File: src/hw/rtl/cpwm_pkg.sv
// ----------------------------------------------------------------------------
// cpwm_pkg
// Types, widths and the quarter-wave sine table shared by the dq to
// center-aligned PWM pipeline.
// ----------------------------------------------------------------------------
package cpwm_pkg;

   localparam logic [15:0] PERIOD_RESET = 16'd4096;
   localparam int ROM_DEPTH = 256;
   localparam int ROM_AW    = $clog2(ROM_DEPTH);
   localparam logic signed [15:0] SQRT3_HALF_Q15 = 16'sd28378;
   // 3 * 32768 / 2
   localparam logic [15:0] MOD_GAIN = 16'd49152;

   localparam int AB_W   = 17;            // alpha / beta
   localparam int PH_W   = 18;            // phase offsets
   localparam int PROD_W = 33;            // 17 x 16 signed products
   localparam int MX_W   = 17;            // largest phase magnitude
   localparam int SQ_W   = 17;            // scaling quotient bits
   localparam int SN_W   = MX_W + SQ_W;   // scaling remainder
   localparam int MN_W   = 32;            // modulation numerator
   localparam int MQ_W   = 16;            // modulation quotient bits

   typedef enum logic [1:0] {
      QUAD_0 = 2'd0,
      QUAD_1 = 2'd1,
      QUAD_2 = 2'd2,
      QUAD_3 = 2'd3
   } quad_type;

   typedef struct packed {
      logic [15:0]        rotor_angle;
      logic signed [15:0] d_voltage_ref;
      logic signed [15:0] q_voltage_ref;
   } req_word_type;

   typedef struct packed {
      logic [15:0]        phase_a_compare;
      logic [15:0]        phase_b_compare;
      logic [15:0]        phase_c_compare;
      logic signed [15:0] applied_mod_alpha;
      logic signed [15:0] applied_mod_beta;
   } rsp_word_type;

   typedef struct packed {
      logic                   vld;
      logic signed [AB_W-1:0] alpha;
      logic signed [AB_W-1:0] beta;
   } ab_word_type;

   typedef struct packed {
      logic                   vld;
      logic signed [PH_W-1:0] pa;
      logic signed [PH_W-1:0] pb;
      logic signed [PH_W-1:0] pc;
      logic signed [AB_W-1:0] alpha;
      logic signed [AB_W-1:0] beta;
   } ph_word_type;

   typedef struct packed {
      logic                   vld;
      logic signed [PH_W-1:0] pa;
      logic signed [PH_W-1:0] pb;
      logic signed [PH_W-1:0] pc;
      logic signed [15:0]     ma;
      logic signed [15:0]     mb;
   } mod_word_type;

   localparam logic [15:0] SINE_ROM [ROM_DEPTH] = '{
      16'h0000, 16'h00C9, 16'h0192, 16'h025B, 16'h0324, 16'h03ED, 16'h04B6, 16'h057F,
      16'h0648, 16'h0711, 16'h07D9, 16'h08A2, 16'h096B, 16'h0A33, 16'h0AFB, 16'h0BC4,
      16'h0C8C, 16'h0D54, 16'h0E1C, 16'h0EE4, 16'h0FAB, 16'h1073, 16'h113A, 16'h1201,
      16'h12C8, 16'h138F, 16'h1455, 16'h151C, 16'h15E2, 16'h16A8, 16'h176E, 16'h1833,
      16'h18F9, 16'h19BE, 16'h1A83, 16'h1B47, 16'h1C0C, 16'h1CD0, 16'h1D93, 16'h1E57,
      16'h1F1A, 16'h1FDD, 16'h209F, 16'h2162, 16'h2224, 16'h22E5, 16'h23A7, 16'h2467,
      16'h2528, 16'h25E8, 16'h26A8, 16'h2768, 16'h2827, 16'h28E5, 16'h29A4, 16'h2A62,
      16'h2B1F, 16'h2BDC, 16'h2C99, 16'h2D55, 16'h2E11, 16'h2ECC, 16'h2F87, 16'h3042,
      16'h30FC, 16'h31B5, 16'h326E, 16'h3327, 16'h33DF, 16'h3497, 16'h354E, 16'h3604,
      16'h36BA, 16'h3770, 16'h3825, 16'h38D9, 16'h398D, 16'h3A40, 16'h3AF3, 16'h3BA5,
      16'h3C57, 16'h3D08, 16'h3DB8, 16'h3E68, 16'h3F17, 16'h3FC6, 16'h4074, 16'h4121,
      16'h41CE, 16'h427A, 16'h4326, 16'h43D1, 16'h447B, 16'h4524, 16'h45CD, 16'h4675,
      16'h471D, 16'h47C4, 16'h486A, 16'h490F, 16'h49B4, 16'h4A58, 16'h4AFB, 16'h4B9E,
      16'h4C40, 16'h4CE1, 16'h4D81, 16'h4E21, 16'h4EC0, 16'h4F5E, 16'h4FFB, 16'h5098,
      16'h5134, 16'h51CF, 16'h5269, 16'h5303, 16'h539B, 16'h5433, 16'h54CA, 16'h5560,
      16'h55F6, 16'h568A, 16'h571E, 16'h57B1, 16'h5843, 16'h58D4, 16'h5964, 16'h59F4,
      16'h5A82, 16'h5B10, 16'h5B9D, 16'h5C29, 16'h5CB4, 16'h5D3E, 16'h5DC8, 16'h5E50,
      16'h5ED7, 16'h5F5E, 16'h5FE4, 16'h6068, 16'h60EC, 16'h616F, 16'h61F1, 16'h6272,
      16'h62F2, 16'h6371, 16'h63EF, 16'h646C, 16'h64E9, 16'h6564, 16'h65DE, 16'h6657,
      16'h66D0, 16'h6747, 16'h67BD, 16'h6832, 16'h68A7, 16'h691A, 16'h698C, 16'h69FD,
      16'h6A6E, 16'h6ADD, 16'h6B4B, 16'h6BB8, 16'h6C24, 16'h6C8F, 16'h6CF9, 16'h6D62,
      16'h6DCA, 16'h6E31, 16'h6E97, 16'h6EFB, 16'h6F5F, 16'h6FC2, 16'h7023, 16'h7083,
      16'h70E3, 16'h7141, 16'h719E, 16'h71FA, 16'h7255, 16'h72AF, 16'h7308, 16'h735F,
      16'h73B6, 16'h740B, 16'h7460, 16'h74B3, 16'h7505, 16'h7556, 16'h75A6, 16'h75F4,
      16'h7642, 16'h768E, 16'h76D9, 16'h7723, 16'h776C, 16'h77B4, 16'h77FB, 16'h7840,
      16'h7885, 16'h78C8, 16'h790A, 16'h794A, 16'h798A, 16'h79C9, 16'h7A06, 16'h7A42,
      16'h7A7D, 16'h7AB7, 16'h7AEF, 16'h7B27, 16'h7B5D, 16'h7B92, 16'h7BC6, 16'h7BF9,
      16'h7C2A, 16'h7C5A, 16'h7C89, 16'h7CB7, 16'h7CE4, 16'h7D0F, 16'h7D3A, 16'h7D63,
      16'h7D8A, 16'h7DB1, 16'h7DD6, 16'h7DFB, 16'h7E1E, 16'h7E3F, 16'h7E60, 16'h7E7F,
      16'h7E9D, 16'h7EBA, 16'h7ED6, 16'h7EF0, 16'h7F0A, 16'h7F22, 16'h7F38, 16'h7F4E,
      16'h7F62, 16'h7F75, 16'h7F87, 16'h7F98, 16'h7FA7, 16'h7FB5, 16'h7FC2, 16'h7FCE,
      16'h7FD9, 16'h7FE2, 16'h7FEA, 16'h7FF1, 16'h7FF6, 16'h7FFA, 16'h7FFE, 16'h7FFF
   };

endpackage

File: src/hw/rtl/cpwm_park.sv
// ----------------------------------------------------------------------------
// cpwm_park
// Sine/cosine table lookup and inverse Park transform, three stages.
// ----------------------------------------------------------------------------
module cpwm_park (
   input  logic                   clock,
   input  logic                   reset,
   input  logic                   en,
   input  logic                   in_vld,
   input  cpwm_pkg::req_word_type in_word,
   output cpwm_pkg::ab_word_type  ab_word
);

   logic                                 s1_vld_ff, s2_vld_ff, s3_vld_ff;
   logic signed [cpwm_pkg::AB_W-1:0]     sn_ff, cs_ff, sn_in, cs_in;
   logic signed [15:0]                   d1_ff, q1_ff;
   logic signed [cpwm_pkg::PROD_W-1:0]   dcs_ff, qsn_ff, dsn_ff, qcs_ff;
   logic signed [cpwm_pkg::AB_W-1:0]     alpha_ff, beta_ff, alpha_in, beta_in;
   logic [cpwm_pkg::ROM_AW-1:0]          pos, mir;
   logic signed [cpwm_pkg::AB_W-1:0]     rom_p, rom_m;
   cpwm_pkg::quad_type                   quad;
   logic signed [cpwm_pkg::PROD_W:0]     sum_a, sum_b, sh_a, sh_b;

   always_comb begin
      pos   = in_word.rotor_angle[13:6];
      mir   = ~pos;
      quad  = cpwm_pkg::quad_type'(in_word.rotor_angle[15:14]);
      rom_p = $signed({1'b0, cpwm_pkg::SINE_ROM[pos]});
      rom_m = $signed({1'b0, cpwm_pkg::SINE_ROM[mir]});
      case (quad)
         cpwm_pkg::QUAD_0: begin
            sn_in = rom_p;
            cs_in = rom_m;
         end
         cpwm_pkg::QUAD_1: begin
            sn_in = rom_m;
            cs_in = -rom_p;
         end
         cpwm_pkg::QUAD_2: begin
            sn_in = -rom_p;
            cs_in = -rom_m;
         end
         default: begin
            sn_in = -rom_m;
            cs_in = rom_p;
         end
      endcase
   end

   always_comb begin
      sum_a    = (cpwm_pkg::PROD_W+1)'(dcs_ff) - (cpwm_pkg::PROD_W+1)'(qsn_ff);
      sum_b    = (cpwm_pkg::PROD_W+1)'(dsn_ff) + (cpwm_pkg::PROD_W+1)'(qcs_ff);
      sh_a     = sum_a >>> 15;
      sh_b     = sum_b >>> 15;
      // wrap to 16 bits
      alpha_in = cpwm_pkg::AB_W'($signed(sh_a[15:0]));
      beta_in  = cpwm_pkg::AB_W'($signed(sh_b[15:0]));
   end

   always_ff @(posedge clock) begin
      if (reset) begin
         s1_vld_ff <= 1'b0;
         s2_vld_ff <= 1'b0;
         s3_vld_ff <= 1'b0;
      end else if (en) begin
         s1_vld_ff <= in_vld;
         s2_vld_ff <= s1_vld_ff;
         s3_vld_ff <= s2_vld_ff;
      end
   end

   always_ff @(posedge clock) begin
      if (en) begin
         sn_ff    <= sn_in;
         cs_ff    <= cs_in;
         d1_ff    <= in_word.d_voltage_ref;
         q1_ff    <= in_word.q_voltage_ref;
         dcs_ff   <= d1_ff * cs_ff;
         qsn_ff   <= q1_ff * sn_ff;
         dsn_ff   <= d1_ff * sn_ff;
         qcs_ff   <= q1_ff * cs_ff;
         alpha_ff <= alpha_in;
         beta_ff  <= beta_in;
      end
   end

   assign ab_word = '{vld: s3_vld_ff, alpha: alpha_ff, beta: beta_ff};

endmodule

File: config.mk
export PLATFORM = sky130hd
export DESIGN_NAME = cpwm_park
export DESIGN_NICKNAME = d
export VERILOG_FILES = /design/src/hw/rtl/cpwm_pkg.sv /design/src/hw/rtl/cpwm_park.sv
export SDC_FILE = /design/constraint.sdc
export NUM_CORES = 2
export LEC_CHECK = 0
export ABC_AREA = 1
export BUFFER_PORTS_ARGS = -buffer_cell sky130_fd_sc_hd__buf_2
export CORE_MARGIN = 1.5
export CORE_UTILIZATION = 45
export DETAILED_ROUTE_END_ITERATION = 12
export GPL_TIMING_DRIVEN = 0
export PLACE_DENSITY = 0.61
export RECOVER_POWER = 100
export SLEW_MARGIN = 20
export SYNTH_ARGS = -nofsm -noshare
export SYNTH_HDL_FRONTEND = slang
export SYNTH_SLANG_ARGS = --single-unit
File: constraint.sdc
create_clock -name clock -period 10.15 [get_ports clock]
set_input_delay 1.015 -clock clock [delete_from_list [all_inputs] [get_ports clock]]
set_output_delay 1.015 -clock clock [all_outputs]
set_load 0.005 [all_outputs]
==> results.yml <==
cts:
  clk-insertion-delay-late_ps: 710
  cts_root_buffer: "clkbuf_16"
  cts_max_level: 1
  cts_made_buffers: 31
  ctsHoldBuffers: 0
  post_cts_buffers: 0
  cts_tree: "built"
  cts_sinks: 225
  cts_buffer_depth: 3
  cts_resized: 0
  cts.clk_slew.worst_paths_ps: 70
timing:
  finalSetupViolations: 0
  rsz0062_at_grt: "no"
  max_slew_margin_pct: -257
  min_period_over_period_pct: 85.9
  hold_viol: 0
  max_freq_ghz: 0.115
  tns_ps: 0
  finalCriticalPeriod_ps: 8710
  worst_slack_ps: 1440
  hold_ws_ps: 458
  finClkSkew_ps: 81.1
  worst_slew_pin_slew_ps: 5360
  slew_viol_final: 231
worst_setup_path:
  cp_top_family: "adder cells"
  crit_fanout: 10
  crit_buf_inv: 5
  crit_top_cell: "fa_1"
  max_stage_delay_ps: 860
  cp-end-kind: "register"
  r2r-start: "sn_ff[16]"
  slowest_stage: "clkbuf_1"
  critPathKind: "reg -> reg"
  reg2reg_setup_slack_ps: 1440
  r2r-end: "qsn_ff[28]"
  required_ps: 10520
  crit_chain: "clkbuf_1 -> clkbuf_1 -> nand2_1 -> inv_1 -> fa_1 -> inv_1 -> fa_1 -> inv_1 -> fa_1 -> fa_1 -> fa_1 -> fa_1 -> ha_1 -> nand2_1 -> nor4_1 -> nand2_1 -> o211ai_1 -> nand3_1 -> nand2_1 -> a31oi_1 -> xor2_1"
  worst_setup_path_start_kind: "register"
  worst-r2r-cell-count: 21
  arrival_ps: 9080
hold_path:
  hold_start: "s1_vld_ff"
  min_path_type: "reg -> reg"
  holdPathStages: 2
  hold_path_end: "s1_vld_ff"
place:
  globalplace.congestion: 1.06
  port_buffers: 77
  dp_slack_ps: 1880
  hpwlAfterDp_mm: 237
logic_synthesis:
  postSynthAreaPerCell_um2: 7.66
  synthTopCellsByArea: "fa_1 36%, nand2_1 13%, inv_1 12%, edfxtp_1 11%, ha_1 9.0%"
  synth_common_cells: "2061 x nand2_1, 1919 x inv_1, 1048 x fa_1"
  yosysMostFrequentCell: "nand2_1"
  synth_cell_types: 53
  netlist_instances: 7624
  synthArstFlopShare_pct: 0
  yosysTopAreaCell: "fa_1"
  synth_nets: 9146
  ys.flop_type: "edfxtp_1"
  seq_area_frac_synth_pct: 11.5
  syn_area_um2: 58400
  synth.top_cell.area_share_pct: 35.9
  synth-edff-count: 222
  synth_warnings: 0
  ys_ff_latch: 225
floorplan:
  die_area_um2: 132000
  die_h_um: 363
  coreArea_um2: 128000
  initial_utilization_pct: 45.5
  ioPinCount: 87
  fp-row-count: 131
  die_x_um: 363
grt:
  grt_max_degree: 99
  grt_use_met2_pct: 65.5
  grt_pass1_vias: 55337
  grt_overflow: 0
  grt_pass1_wl_mm: 406
  grt_usage_pct: 44.4
  gr-usage-met3_pct: 13.6
  antenna_found_initial: 18
  top_usage_layer: "met2"
  met1_usage_pct: 55.1
run_status:
  outcome: "complete, but fails checks"
  violations: "capacitance limit, slew limit"
finish:
  multi_input_area_um2: 42800
  area_growth_pct: 6.25
  num-nets-final: 9262
  regArea_um2: 6730
  fill_cells: 13092
  drive_gt1_share_pct: 3.35
job:
  cap_violations: 3
detailed_routing:
  drt_iter0_drc: 6366
  antenna_left: 0
  vias: 54630
  drc: 0
  drt-pass1-iter-count: 8
  wirelength_mm: 291
  vias_per_cell: 5.75
  wl_per_cell_um: 30.6
-- registers in the layout, indices dropped and copies added, names as in the netlist --
name and count:
s3_vld_ff 1, dcs_ff 31, qcs_ff 31, alpha_ff 16, qsn_ff 31, dsn_ff 31, cs_ff 17, beta_ff 16
d1_ff 16, s2_vld_ff 1, q1_ff 16, s1_vld_ff 1, sn_ff 17
-- placed cells by master, fill, tap and decap left out, types with 23 or more instances in the layout --
cell / count
fa_1: 1048
o211ai_1: 23
xnor2_1: 75
ha_1: 422
clkbuf_16: 31
nand3_1: 348
a21oi_1: 288
nand4_1: 69
edfxtp_1: 222
nor2_1: 312
o21ai_0: 176
xor2_1: 131
buf_2: 101
clkbuf_1: 247
inv_1: 1919
nand2_1: 2062
-- layer usage --
| metal | part of all wire, % | vias to the layer above | routed length, µm |
|---|---|---|---|
| li1 | - | 22846 | - |
| met1 | 37 | 27218 | 108000 |
| met2 | 42 | 3556 | 122000 |
| met3 | 12 | 1000 | 35100 |
| met4 | 8.9 | 10 | 26000 |
| met5 | 0.022 | - | 65 |
-- how the worst max path moves through the flow --
stage / start / to / slack [ps] / cells after the start
after global routing: sn_ff[16] / qsn_ff[28] / 1360 / 21
after floorplan: sn_ff[16] / qsn_ff[28] / 4050 / 21
after detailed placement: sn_ff[16] / qsn_ff[28] / 1880 / 21
final: sn_ff[16] / qsn_ff[28] / 1440 / 21
after global placement: sn_ff[16] / qsn_ff[28] / 1910 / 21
after CTS: sn_ff[16] / qsn_ff[28] / 1790 / 21
-- layout make-up --
class	instances	area share, %
inverter	1930	11.7
antenna	8	0.0323
multi-input combinational	5129	69.1
clock buffer	34	1.27
clock inverter	24	0.434
sequential	225	10.8
tap	1729	3.49
buffer	340	2.50
timing repair buffer	83	0.666
-- worst register-to-register path, cell delays in order, from the launching register on --
cell      delay (ps)
edfxtp_1         560
clkbuf_1         870
clkbuf_1         770
nand2_1          210
inv_1            140
fa_1             540
inv_1            180
fa_1             550
inv_1            270
fa_1             490
fa_1             570
fa_1             430
fa_1             470
ha_1             400
nand2_1          140
nor4_1           490
nand2_1          100
o211ai_1         360
nand3_1          120
nand2_1          160
a31oi_1          110
xor2_1           470
-- per-stage QoR --
step | util, % | cells | area [µm²]
global route | 48.4 | 9495 | 62000
global placement | 47.5 | 9430 | 60900
detailed placement | 47.6 | 9435 | 61000
CTS | 48.5 | 9493 | 62100
finish | 48.4 | 9502 | 62000
floorplan | - | 7624 | 58400
-- kinds of logic after synthesis --
group           Yosys count  share of synthesized area (%)
xor+xnor                206                           3.09
simple gates           2870                           19.9
fa+ha+maj              1470                           45.0
buf+inv                2270                           15.0
flops                   225                           11.5
compound gates          583                           5.45
Power is left out: the tool's default activity adds up to more than one toggle a clock period on the data nets, which glitch-free logic cannot reach.
