===== config.mk =====
export PLATFORM = sky130hd
export DESIGN_NAME = cpwm_clarke
export DESIGN_NICKNAME = d
export VERILOG_FILES = /design/src/hw/rtl/cpwm_pkg.sv /design/src/hw/rtl/cpwm_clarke.sv
export SDC_FILE = /design/constraint.sdc
export NUM_CORES = 1
export LEC_CHECK = 0
export ABC_AREA = 1
export BUFFER_PORTS_ARGS = -buffer_cell sky130_fd_sc_hd__buf_2
export CORE_MARGIN = 2
export CORE_UTILIZATION = 30
export CTS_CLUSTER_DIAMETER = 150
export CTS_CLUSTER_SIZE = 8
export DETAILED_ROUTE_END_ITERATION = 10
export GPL_TIMING_DRIVEN = 1
export PLACE_DENSITY = 0.56
export SLEW_MARGIN = 25
export SYNTH_ARGS = -nofsm -noshare
export SYNTH_HDL_FRONTEND = slang
export SYNTH_SLANG_ARGS = --single-unit

===== constraint.sdc =====
create_clock -name clock -period 7.2 [get_ports clock]
set_input_delay 0 -clock clock [delete_from_list [all_inputs] [get_ports clock]]
set_output_delay 0 -clock clock [all_outputs]
set_load 0.005 [all_outputs]

===== src/hw/rtl/cpwm_pkg.sv =====
// ----------------------------------------------------------------------------
// cpwm_pkg
// Types, widths and the quarter-wave sine table shared by the dq to
// center-aligned PWM pipeline.
// ----------------------------------------------------------------------------
package cpwm_pkg;

   localparam logic [15:0] PERIOD_RESET = 16'd4096;
   localparam int ROM_DEPTH = 256;
   localparam int ROM_AW    = $clog2(ROM_DEPTH);
   localparam logic signed [15:0] SQRT3_HALF_Q15 = 16'sd28378;
   // 3 * 32768 / 2
   localparam logic [15:0] MOD_GAIN = 16'd49152;

   localparam int AB_W   = 17;            // alpha / beta
   localparam int PH_W   = 18;            // phase offsets
   localparam int PROD_W = 33;            // 17 x 16 signed products
   localparam int MX_W   = 17;            // largest phase magnitude
   localparam int SQ_W   = 17;            // scaling quotient bits
   localparam int SN_W   = MX_W + SQ_W;   // scaling remainder
   localparam int MN_W   = 32;            // modulation numerator
   localparam int MQ_W   = 16;            // modulation quotient bits

   typedef enum logic [1:0] {
      QUAD_0 = 2'd0,
      QUAD_1 = 2'd1,
      QUAD_2 = 2'd2,
      QUAD_3 = 2'd3
   } quad_type;

   typedef struct packed {
      logic [15:0]        rotor_angle;
      logic signed [15:0] d_voltage_ref;
      logic signed [15:0] q_voltage_ref;
   } req_word_type;

   typedef struct packed {
      logic [15:0]        phase_a_compare;
      logic [15:0]        phase_b_compare;
      logic [15:0]        phase_c_compare;
      logic signed [15:0] applied_mod_alpha;
      logic signed [15:0] applied_mod_beta;
   } rsp_word_type;

   typedef struct packed {
      logic                   vld;
      logic signed [AB_W-1:0] alpha;
      logic signed [AB_W-1:0] beta;
   } ab_word_type;

   typedef struct packed {
      logic                   vld;
      logic signed [PH_W-1:0] pa;
      logic signed [PH_W-1:0] pb;
      logic signed [PH_W-1:0] pc;
      logic signed [AB_W-1:0] alpha;
      logic signed [AB_W-1:0] beta;
   } ph_word_type;

   typedef struct packed {
      logic                   vld;
      logic signed [PH_W-1:0] pa;
      logic signed [PH_W-1:0] pb;
      logic signed [PH_W-1:0] pc;
      logic signed [15:0]     ma;
      logic signed [15:0]     mb;
   } mod_word_type;

   localparam logic [15:0] SINE_ROM [ROM_DEPTH] = '{
      16'h0000, 16'h00C9, 16'h0192, 16'h025B, 16'h0324, 16'h03ED, 16'h04B6, 16'h057F,
      16'h0648, 16'h0711, 16'h07D9, 16'h08A2, 16'h096B, 16'h0A33, 16'h0AFB, 16'h0BC4,
      16'h0C8C, 16'h0D54, 16'h0E1C, 16'h0EE4, 16'h0FAB, 16'h1073, 16'h113A, 16'h1201,
      16'h12C8, 16'h138F, 16'h1455, 16'h151C, 16'h15E2, 16'h16A8, 16'h176E, 16'h1833,
      16'h18F9, 16'h19BE, 16'h1A83, 16'h1B47, 16'h1C0C, 16'h1CD0, 16'h1D93, 16'h1E57,
      16'h1F1A, 16'h1FDD, 16'h209F, 16'h2162, 16'h2224, 16'h22E5, 16'h23A7, 16'h2467,
      16'h2528, 16'h25E8, 16'h26A8, 16'h2768, 16'h2827, 16'h28E5, 16'h29A4, 16'h2A62,
      16'h2B1F, 16'h2BDC, 16'h2C99, 16'h2D55, 16'h2E11, 16'h2ECC, 16'h2F87, 16'h3042,
      16'h30FC, 16'h31B5, 16'h326E, 16'h3327, 16'h33DF, 16'h3497, 16'h354E, 16'h3604,
      16'h36BA, 16'h3770, 16'h3825, 16'h38D9, 16'h398D, 16'h3A40, 16'h3AF3, 16'h3BA5,
      16'h3C57, 16'h3D08, 16'h3DB8, 16'h3E68, 16'h3F17, 16'h3FC6, 16'h4074, 16'h4121,
      16'h41CE, 16'h427A, 16'h4326, 16'h43D1, 16'h447B, 16'h4524, 16'h45CD, 16'h4675,
      16'h471D, 16'h47C4, 16'h486A, 16'h490F, 16'h49B4, 16'h4A58, 16'h4AFB, 16'h4B9E,
      16'h4C40, 16'h4CE1, 16'h4D81, 16'h4E21, 16'h4EC0, 16'h4F5E, 16'h4FFB, 16'h5098,
      16'h5134, 16'h51CF, 16'h5269, 16'h5303, 16'h539B, 16'h5433, 16'h54CA, 16'h5560,
      16'h55F6, 16'h568A, 16'h571E, 16'h57B1, 16'h5843, 16'h58D4, 16'h5964, 16'h59F4,
      16'h5A82, 16'h5B10, 16'h5B9D, 16'h5C29, 16'h5CB4, 16'h5D3E, 16'h5DC8, 16'h5E50,
      16'h5ED7, 16'h5F5E, 16'h5FE4, 16'h6068, 16'h60EC, 16'h616F, 16'h61F1, 16'h6272,
      16'h62F2, 16'h6371, 16'h63EF, 16'h646C, 16'h64E9, 16'h6564, 16'h65DE, 16'h6657,
      16'h66D0, 16'h6747, 16'h67BD, 16'h6832, 16'h68A7, 16'h691A, 16'h698C, 16'h69FD,
      16'h6A6E, 16'h6ADD, 16'h6B4B, 16'h6BB8, 16'h6C24, 16'h6C8F, 16'h6CF9, 16'h6D62,
      16'h6DCA, 16'h6E31, 16'h6E97, 16'h6EFB, 16'h6F5F, 16'h6FC2, 16'h7023, 16'h7083,
      16'h70E3, 16'h7141, 16'h719E, 16'h71FA, 16'h7255, 16'h72AF, 16'h7308, 16'h735F,
      16'h73B6, 16'h740B, 16'h7460, 16'h74B3, 16'h7505, 16'h7556, 16'h75A6, 16'h75F4,
      16'h7642, 16'h768E, 16'h76D9, 16'h7723, 16'h776C, 16'h77B4, 16'h77FB, 16'h7840,
      16'h7885, 16'h78C8, 16'h790A, 16'h794A, 16'h798A, 16'h79C9, 16'h7A06, 16'h7A42,
      16'h7A7D, 16'h7AB7, 16'h7AEF, 16'h7B27, 16'h7B5D, 16'h7B92, 16'h7BC6, 16'h7BF9,
      16'h7C2A, 16'h7C5A, 16'h7C89, 16'h7CB7, 16'h7CE4, 16'h7D0F, 16'h7D3A, 16'h7D63,
      16'h7D8A, 16'h7DB1, 16'h7DD6, 16'h7DFB, 16'h7E1E, 16'h7E3F, 16'h7E60, 16'h7E7F,
      16'h7E9D, 16'h7EBA, 16'h7ED6, 16'h7EF0, 16'h7F0A, 16'h7F22, 16'h7F38, 16'h7F4E,
      16'h7F62, 16'h7F75, 16'h7F87, 16'h7F98, 16'h7FA7, 16'h7FB5, 16'h7FC2, 16'h7FCE,
      16'h7FD9, 16'h7FE2, 16'h7FEA, 16'h7FF1, 16'h7FF6, 16'h7FFA, 16'h7FFE, 16'h7FFF
   };

endpackage


===== src/hw/rtl/cpwm_clarke.sv =====
// ----------------------------------------------------------------------------
// cpwm_clarke
// Inverse Clarke transform: alpha/beta to three phase offsets, two stages.
// ----------------------------------------------------------------------------
module cpwm_clarke (
   input  logic                  clock,
   input  logic                  reset,
   input  logic                  en,
   input  cpwm_pkg::ab_word_type ab_word,
   output cpwm_pkg::ph_word_type ph_word
);

   logic                               s1_vld_ff, s2_vld_ff;
   logic signed [cpwm_pkg::PROD_W-1:0] prod_ff, prod_sh;
   logic signed [cpwm_pkg::AB_W-1:0]   half_ff, half_in, adj;
   logic signed [cpwm_pkg::AB_W-1:0]   a1_ff, b1_ff, a2_ff, b2_ff;
   logic signed [cpwm_pkg::PH_W-1:0]   pa_ff, pb_ff, pc_ff, bp;

   always_comb begin
      // truncate toward zero
      adj     = ab_word.alpha
                + $signed({{(cpwm_pkg::AB_W-1){1'b0}}, ab_word.alpha[cpwm_pkg::AB_W-1]});
      half_in = adj >>> 1;
      prod_sh = prod_ff >>> 15;
      bp      = prod_sh[cpwm_pkg::PH_W-1:0];
   end

   always_ff @(posedge clock) begin
      if (reset) begin
         s1_vld_ff <= 1'b0;
         s2_vld_ff <= 1'b0;
      end else if (en) begin
         s1_vld_ff <= ab_word.vld;
         s2_vld_ff <= s1_vld_ff;
      end
   end

   always_ff @(posedge clock) begin
      if (en) begin
         prod_ff <= ab_word.beta * cpwm_pkg::SQRT3_HALF_Q15;
         half_ff <= half_in;
         a1_ff   <= ab_word.alpha;
         b1_ff   <= ab_word.beta;
         pa_ff   <= cpwm_pkg::PH_W'(a1_ff);
         pb_ff   <= bp - cpwm_pkg::PH_W'(half_ff);
         pc_ff   <= -cpwm_pkg::PH_W'(half_ff) - bp;
         a2_ff   <= a1_ff;
         b2_ff   <= b1_ff;
      end
   end

   assign ph_word = '{vld: s2_vld_ff, pa: pa_ff, pb: pb_ff, pc: pc_ff,
                      alpha: a2_ff, beta: b2_ff};

endmodule


==> flow_summary.html <==
<table>
<tr><th>Metric</th><th>Value</th></tr>
<tr><th colspan="2">Logic synthesis</th></tr>
<tr><td>Proportion of synthesized chip area in sequential cells</td><td>approximately a third</td></tr>
<tr><td>Post-synthesis cell count</td><td>between 1000 and 1500</td></tr>
<tr><td>Count of warnings emitted by yosys</td><td>0</td></tr>
<tr><td>Compound-Gate Fraction of Synth Area</td><td>~3.9%</td></tr>
<tr><td>#FFs+latches synth</td><td>~140</td></tr>
<tr><td>Net count of the mapped netlist</td><td>between 1500 and 2000</td></tr>
<tr><td>Simple logic cell fraction of the synthesized area</td><td>14.8%</td></tr>
<tr><td>Area share of xor/xnor cells in the synthesized design</td><td>approximately 3.6%</td></tr>
<tr><td>Mux cell area share after synthesis</td><td>0%</td></tr>
<tr><td>Arithmetic-cell share of the synthesized area counting full adders, half adders and majority gates</td><td>between 30 and 40%</td></tr>
<tr><td>Largest area contributor in the synthesized netlist</td><td>sky130_fd_sc_hd__edfxtp_1</td></tr>
<tr><td>Mapped cell area</td><td>0.0131 mm²</td></tr>
<tr><td>Leading post-synthesis cells by cell area</td><td>sky130_fd_sc_hd__edfxtp_1, sky130_fd_sc_hd__fa_1, sky130_fd_sc_hd__ha_1, sky130_fd_sc_hd__inv_1, sky130_fd_sc_hd__nand2_1</td></tr>
<tr><td>Mapped Avg Cell Area</td><td>9.23 µm²</td></tr>
<tr><td>Share of Yosys cell area claimed by the top area cell type</td><td>a little under a third</td></tr>
<tr><td>Largest family of logic cells by synthesized area</td><td>adder cells</td></tr>
<tr><td>Number of distinct standard cells referenced by the synthesized netlist</td><td>29</td></tr>
<tr><th colspan="2">Place</th></tr>
<tr><td>Gpl congestion</td><td>just under 0.9</td></tr>
<tr><td>Post-DP HPWL</td><td>24900 µm</td></tr>
<tr><td>Buffers added on ports</td><td>between 100 and 150</td></tr>
<tr><th colspan="2">Global route</th></tr>
<tr><td>Via count of the first global-routing pass</td><td>9473</td></tr>
<tr><td>Initial antenna violation count</td><td>0</td></tr>
<tr><td>Global-route wire length before repair</td><td>48000 µm</td></tr>
<tr><td>Remaining Overflow, GRT</td><td>0</td></tr>
<tr><td>Maximum number of pins on one net before global-route repair</td><td>73</td></tr>
<tr><td>Global-route usage over all layers</td><td>14.1%</td></tr>
<tr><th colspan="2">Clock network</th></tr>
<tr><td>Clock insertion delay at the later pin of the skew report</td><td>between 400 and 500 ps</td></tr>
<tr><td>Number of clock buffers inserted by TritonCTS</td><td>17</td></tr>
<tr><td>Clock input transition at the sequential cells of the worst setup and hold paths</td><td>roughly 60 ps</td></tr>
<tr><td>Maximum buffer depth of the clock tree</td><td>2</td></tr>
<tr><td>Post-CTS sizing</td><td>0</td></tr>
<tr><td>Clock tree from TritonCTS</td><td>done</td></tr>
<tr><td>Clock sink total</td><td>approximately 140</td></tr>
<tr><td>Setup Buffers After CTS</td><td>0</td></tr>
<tr><td>Clock Tree Root</td><td>sky130_fd_sc_hd__clkbuf_16</td></tr>
<tr><td>Total number of H-tree levels</td><td>4</td></tr>
<tr><th colspan="2">Route</th></tr>
<tr><td>DRT iter0 DRCs</td><td>367</td></tr>
<tr><td>Number of vias after detailed routing</td><td>9239</td></tr>
<tr><td>Mean number of vias per cell</td><td>4.24</td></tr>
<tr><td>Initial DRT Pass Iterations</td><td>5</td></tr>
<tr><td>Remaining DRCs</td><td>0</td></tr>
<tr><td>Final routed wirelength across all metal layers</td><td>30200 µm</td></tr>
<tr><td>DR WL/cell</td><td>about 14 µm</td></tr>
<tr><td>Post-detailed-route count of antenna-violating nets</td><td>0</td></tr>
<tr><th colspan="2">Layout</th></tr>
<tr><td>Share of final-layout standard cells stronger than drive strength 1</td><td>10.7%</td></tr>
<tr><td>Most frequent standard cell in the layout excluding fill and tap cells</td><td>sky130_fd_sc_hd__inv_1</td></tr>
<tr><td>Number of nets at the end of the flow</td><td>between 1500 and 2000</td></tr>
<tr><td>Highest-count cells in the layout ignoring fill and taps</td><td>sky130_fd_sc_hd__inv_1, sky130_fd_sc_hd__nand2_1, sky130_fd_sc_hd__ha_1</td></tr>
<tr><td>Filler Cell Count</td><td>about 4400</td></tr>
<tr><td>Signed area change from the synthesized netlist to the final layout</td><td>16.4%</td></tr>
<tr><td>Number of antenna repair diodes</td><td>0</td></tr>
<tr><th colspan="2">Outcome</th></tr>
<tr><td>Run status</td><td>completed</td></tr>
<tr><th colspan="2">Die</th></tr>
<tr><td>FP Rows</td><td>between 70 and 80</td></tr>
<tr><td>Die H</td><td>roughly 210 µm</td></tr>
<tr><td>Initial Utilization</td><td>a little under a third</td></tr>
<tr><td>Die width</td><td>~210 µm</td></tr>
<tr><td>Core region area</td><td>0.0431 mm²</td></tr>
<tr><td>Die outline area</td><td>around 0.045 mm²</td></tr>
<tr><td>Ports placed on the boundary</td><td>between 100 and 150</td></tr>
<tr><th colspan="2">Setup path</th></tr>
<tr><td>Worst-path fanout max</td><td>18</td></tr>
<tr><td>Data required, critical path</td><td>between 7000 and 8000 ps</td></tr>
<tr><td>Data arrival time at the worst-slack endpoint</td><td>approximately 5300 ps</td></tr>
<tr><td>Crit path kind</td><td>in -&gt; reg</td></tr>
<tr><td>Category of the worst setup path capture point</td><td>flop</td></tr>
<tr><td>Kind of launch point of the worst setup path</td><td>input port</td></tr>
<tr><th colspan="2">STA</th></tr>
<tr><td>Final Cycle Share</td><td>71.0%</td></tr>
<tr><td>Final setup TNS</td><td>0 ps</td></tr>
<tr><td>Max-slew violation total from the final report</td><td>0</td></tr>
<tr><td>Minimum clock period</td><td>between 5000 and 6000 ps</td></tr>
<tr><td>Transition time at the pin with the least slew margin</td><td>~950 ps</td></tr>
<tr><td>Slew Limit Headroom</td><td>around 37%</td></tr>
<tr><td>Max Clock Skew</td><td>around 16 ps</td></tr>
<tr><td>Achievable frequency</td><td>slightly below 200 MHz</td></tr>
<tr><td>Number of failing hold endpoints at the final stage</td><td>0</td></tr>
<tr><td>Count of final setup violators</td><td>0</td></tr>
<tr><td>Unrepaired setup endpoints after global routing</td><td>no</td></tr>
<tr><th colspan="2">Flow run</th></tr>
<tr><td>Max-cap violation count</td><td>0</td></tr>
<tr><th colspan="2">Hold path</th></tr>
<tr><td>Worst min-delay path category</td><td>in -&gt; reg</td></tr>
</table>
-- Yosys cell counts --
master	instances
sky130_fd_sc_hd__and2_1	5
sky130_fd_sc_hd__nor3_4	2
sky130_fd_sc_hd__xor2_1	38
sky130_fd_sc_hd__inv_1	377
sky130_fd_sc_hd__a21o_1	3
sky130_fd_sc_hd__buf_4	20
sky130_fd_sc_hd__o21ai_1	2
sky130_fd_sc_hd__nand4_1	9
sky130_fd_sc_hd__nor2_1	71
sky130_fd_sc_hd__nand3b_1	2
sky130_fd_sc_hd__ha_1	159
sky130_fd_sc_hd__dfxtp_1	2
sky130_fd_sc_hd__o21ai_2	1
sky130_fd_sc_hd__o21bai_1	19
sky130_fd_sc_hd__nand2_2	2
sky130_fd_sc_hd__a21oi_1	54
sky130_fd_sc_hd__nand3_1	67
sky130_fd_sc_hd__nand3_2	4
sky130_fd_sc_hd__nor2_4	2
sky130_fd_sc_hd__nor2_2	1
sky130_fd_sc_hd__nor3_1	9
sky130_fd_sc_hd__edfxtp_1	137
sky130_fd_sc_hd__xnor2_1	16
sky130_fd_sc_hd__nor4_1	2
sky130_fd_sc_hd__a21boi_0	1
sky130_fd_sc_hd__o21ai_0	9
sky130_fd_sc_hd__fa_1	123
sky130_fd_sc_hd__nand2_1	280
sky130_fd_sc_hd__or2_2	1
-- metrics by stage --
step	utilization [%]	setup WS, ps	std cells	cell area, µm²	hold WS [ps]
after detailed placement	33.2	2100	2110	14300	176
after global routing	35.4	1810	2178	15200	96.0
after CTS	35.4	2070	2178	15200	66.7
final	35.4	2090	2178	15200	77.8
after floorplan	-	2900	1418	13100	69.1
after global placement	33.2	2120	2110	14300	170
-- cell type report --
cell class | count | area [µm²] | share of cell area, %
repair buffers | 163 | 1000 | 6.60
multi-input cells | 882 | 7360 | 48.4
clock buffers | 18 | 429 | 2.82
inverters | 377 | 1420 | 9.29
well taps | 585 | 732 | 4.81
flip-flops and latches | 139 | 4150 | 27.3
clock inverters | 14 | 129 | 0.846
-- metal layers --
| layer | up-vias | wire (µm) | track usage [%] |
|---|---|---|---|
| met5 | - | 0 | 0 |
| met3 | 38 | 1070 | 2.93 |
| met1 | 4351 | 14100 | 17.6 |
| met4 | 0 | 662 | 5.38 |
| met2 | 148 | 14400 | 23.8 |
| li1 | 4702 | - | - |
-- cells by family (layout without fill, tap and decap cells) --
logic type / after synthesis / in the layout
xor gates and xnor gates: 54 / 54
and+or+nand+nor: 457 / 457
buffers and inverters: 397 / 572
adders and majority gates: 282 / 282
AOI/OAI and AO/OA: 89 / 89
DFF: 139 / 139
-- sequential cells by signal, summed over array words and instances, names as in the netlist --
register and count:
a1_ff 17, b1_ff 17, b2_ff 17, half_ff 16, pa_ff 17, pb_ff 18
pc_ff 17, prod_ff 18, s1_vld_ff 1, s2_vld_ff 1
-- critical path, cell delays in order --
cell,delay (ps)
sky130_fd_sc_hd__dlygate4sd3_1,510
sky130_fd_sc_hd__buf_2,370
sky130_fd_sc_hd__ha_1,340
sky130_fd_sc_hd__inv_1,190
sky130_fd_sc_hd__fa_1,470
sky130_fd_sc_hd__fa_1,530
sky130_fd_sc_hd__fa_1,440
sky130_fd_sc_hd__fa_1,550
sky130_fd_sc_hd__inv_1,60
sky130_fd_sc_hd__fa_1,510
sky130_fd_sc_hd__inv_1,50
sky130_fd_sc_hd__ha_1,370
sky130_fd_sc_hd__nand2_1,120
sky130_fd_sc_hd__nor2_1,170
sky130_fd_sc_hd__inv_1,70
sky130_fd_sc_hd__nor3_1,230
sky130_fd_sc_hd__nand3_1,170
sky130_fd_sc_hd__nand4_1,120
sky130_fd_sc_hd__nand2_1,60
-- repair_timing --
action                     in CTS  in global routing
hold endpoints to repair       52                  0
hold buffers                   36                  0
setup endpoints to repair       0                  0
-- path summary, 6_finish.rpt --
| check | startpoint | endpoint | slack, ps | depth (start not counted) |
|---|---|---|---|---|
| worst min register to register | b1_ff[2]$_DFFE_PP_ | b2_ff[2]$_DFFE_PP_ | 420 | 0 |
| worst max-delay path | ab_word[16] | prod_ff[28]$_DFFE_PP_ | 2090 | 19 |
| worst max register to register | half_ff[1]$_DFFE_PP_ | pc_ff[17]$_DFFE_PP_ | 4610 | 11 |
| worst min-delay path | en | pb_ff[2]$_DFFE_PP_ | 80 | 1 |
Power is left out: the tool's default activity adds up to more than one toggle a clock period on the data nets, which glitch-free logic cannot reach.
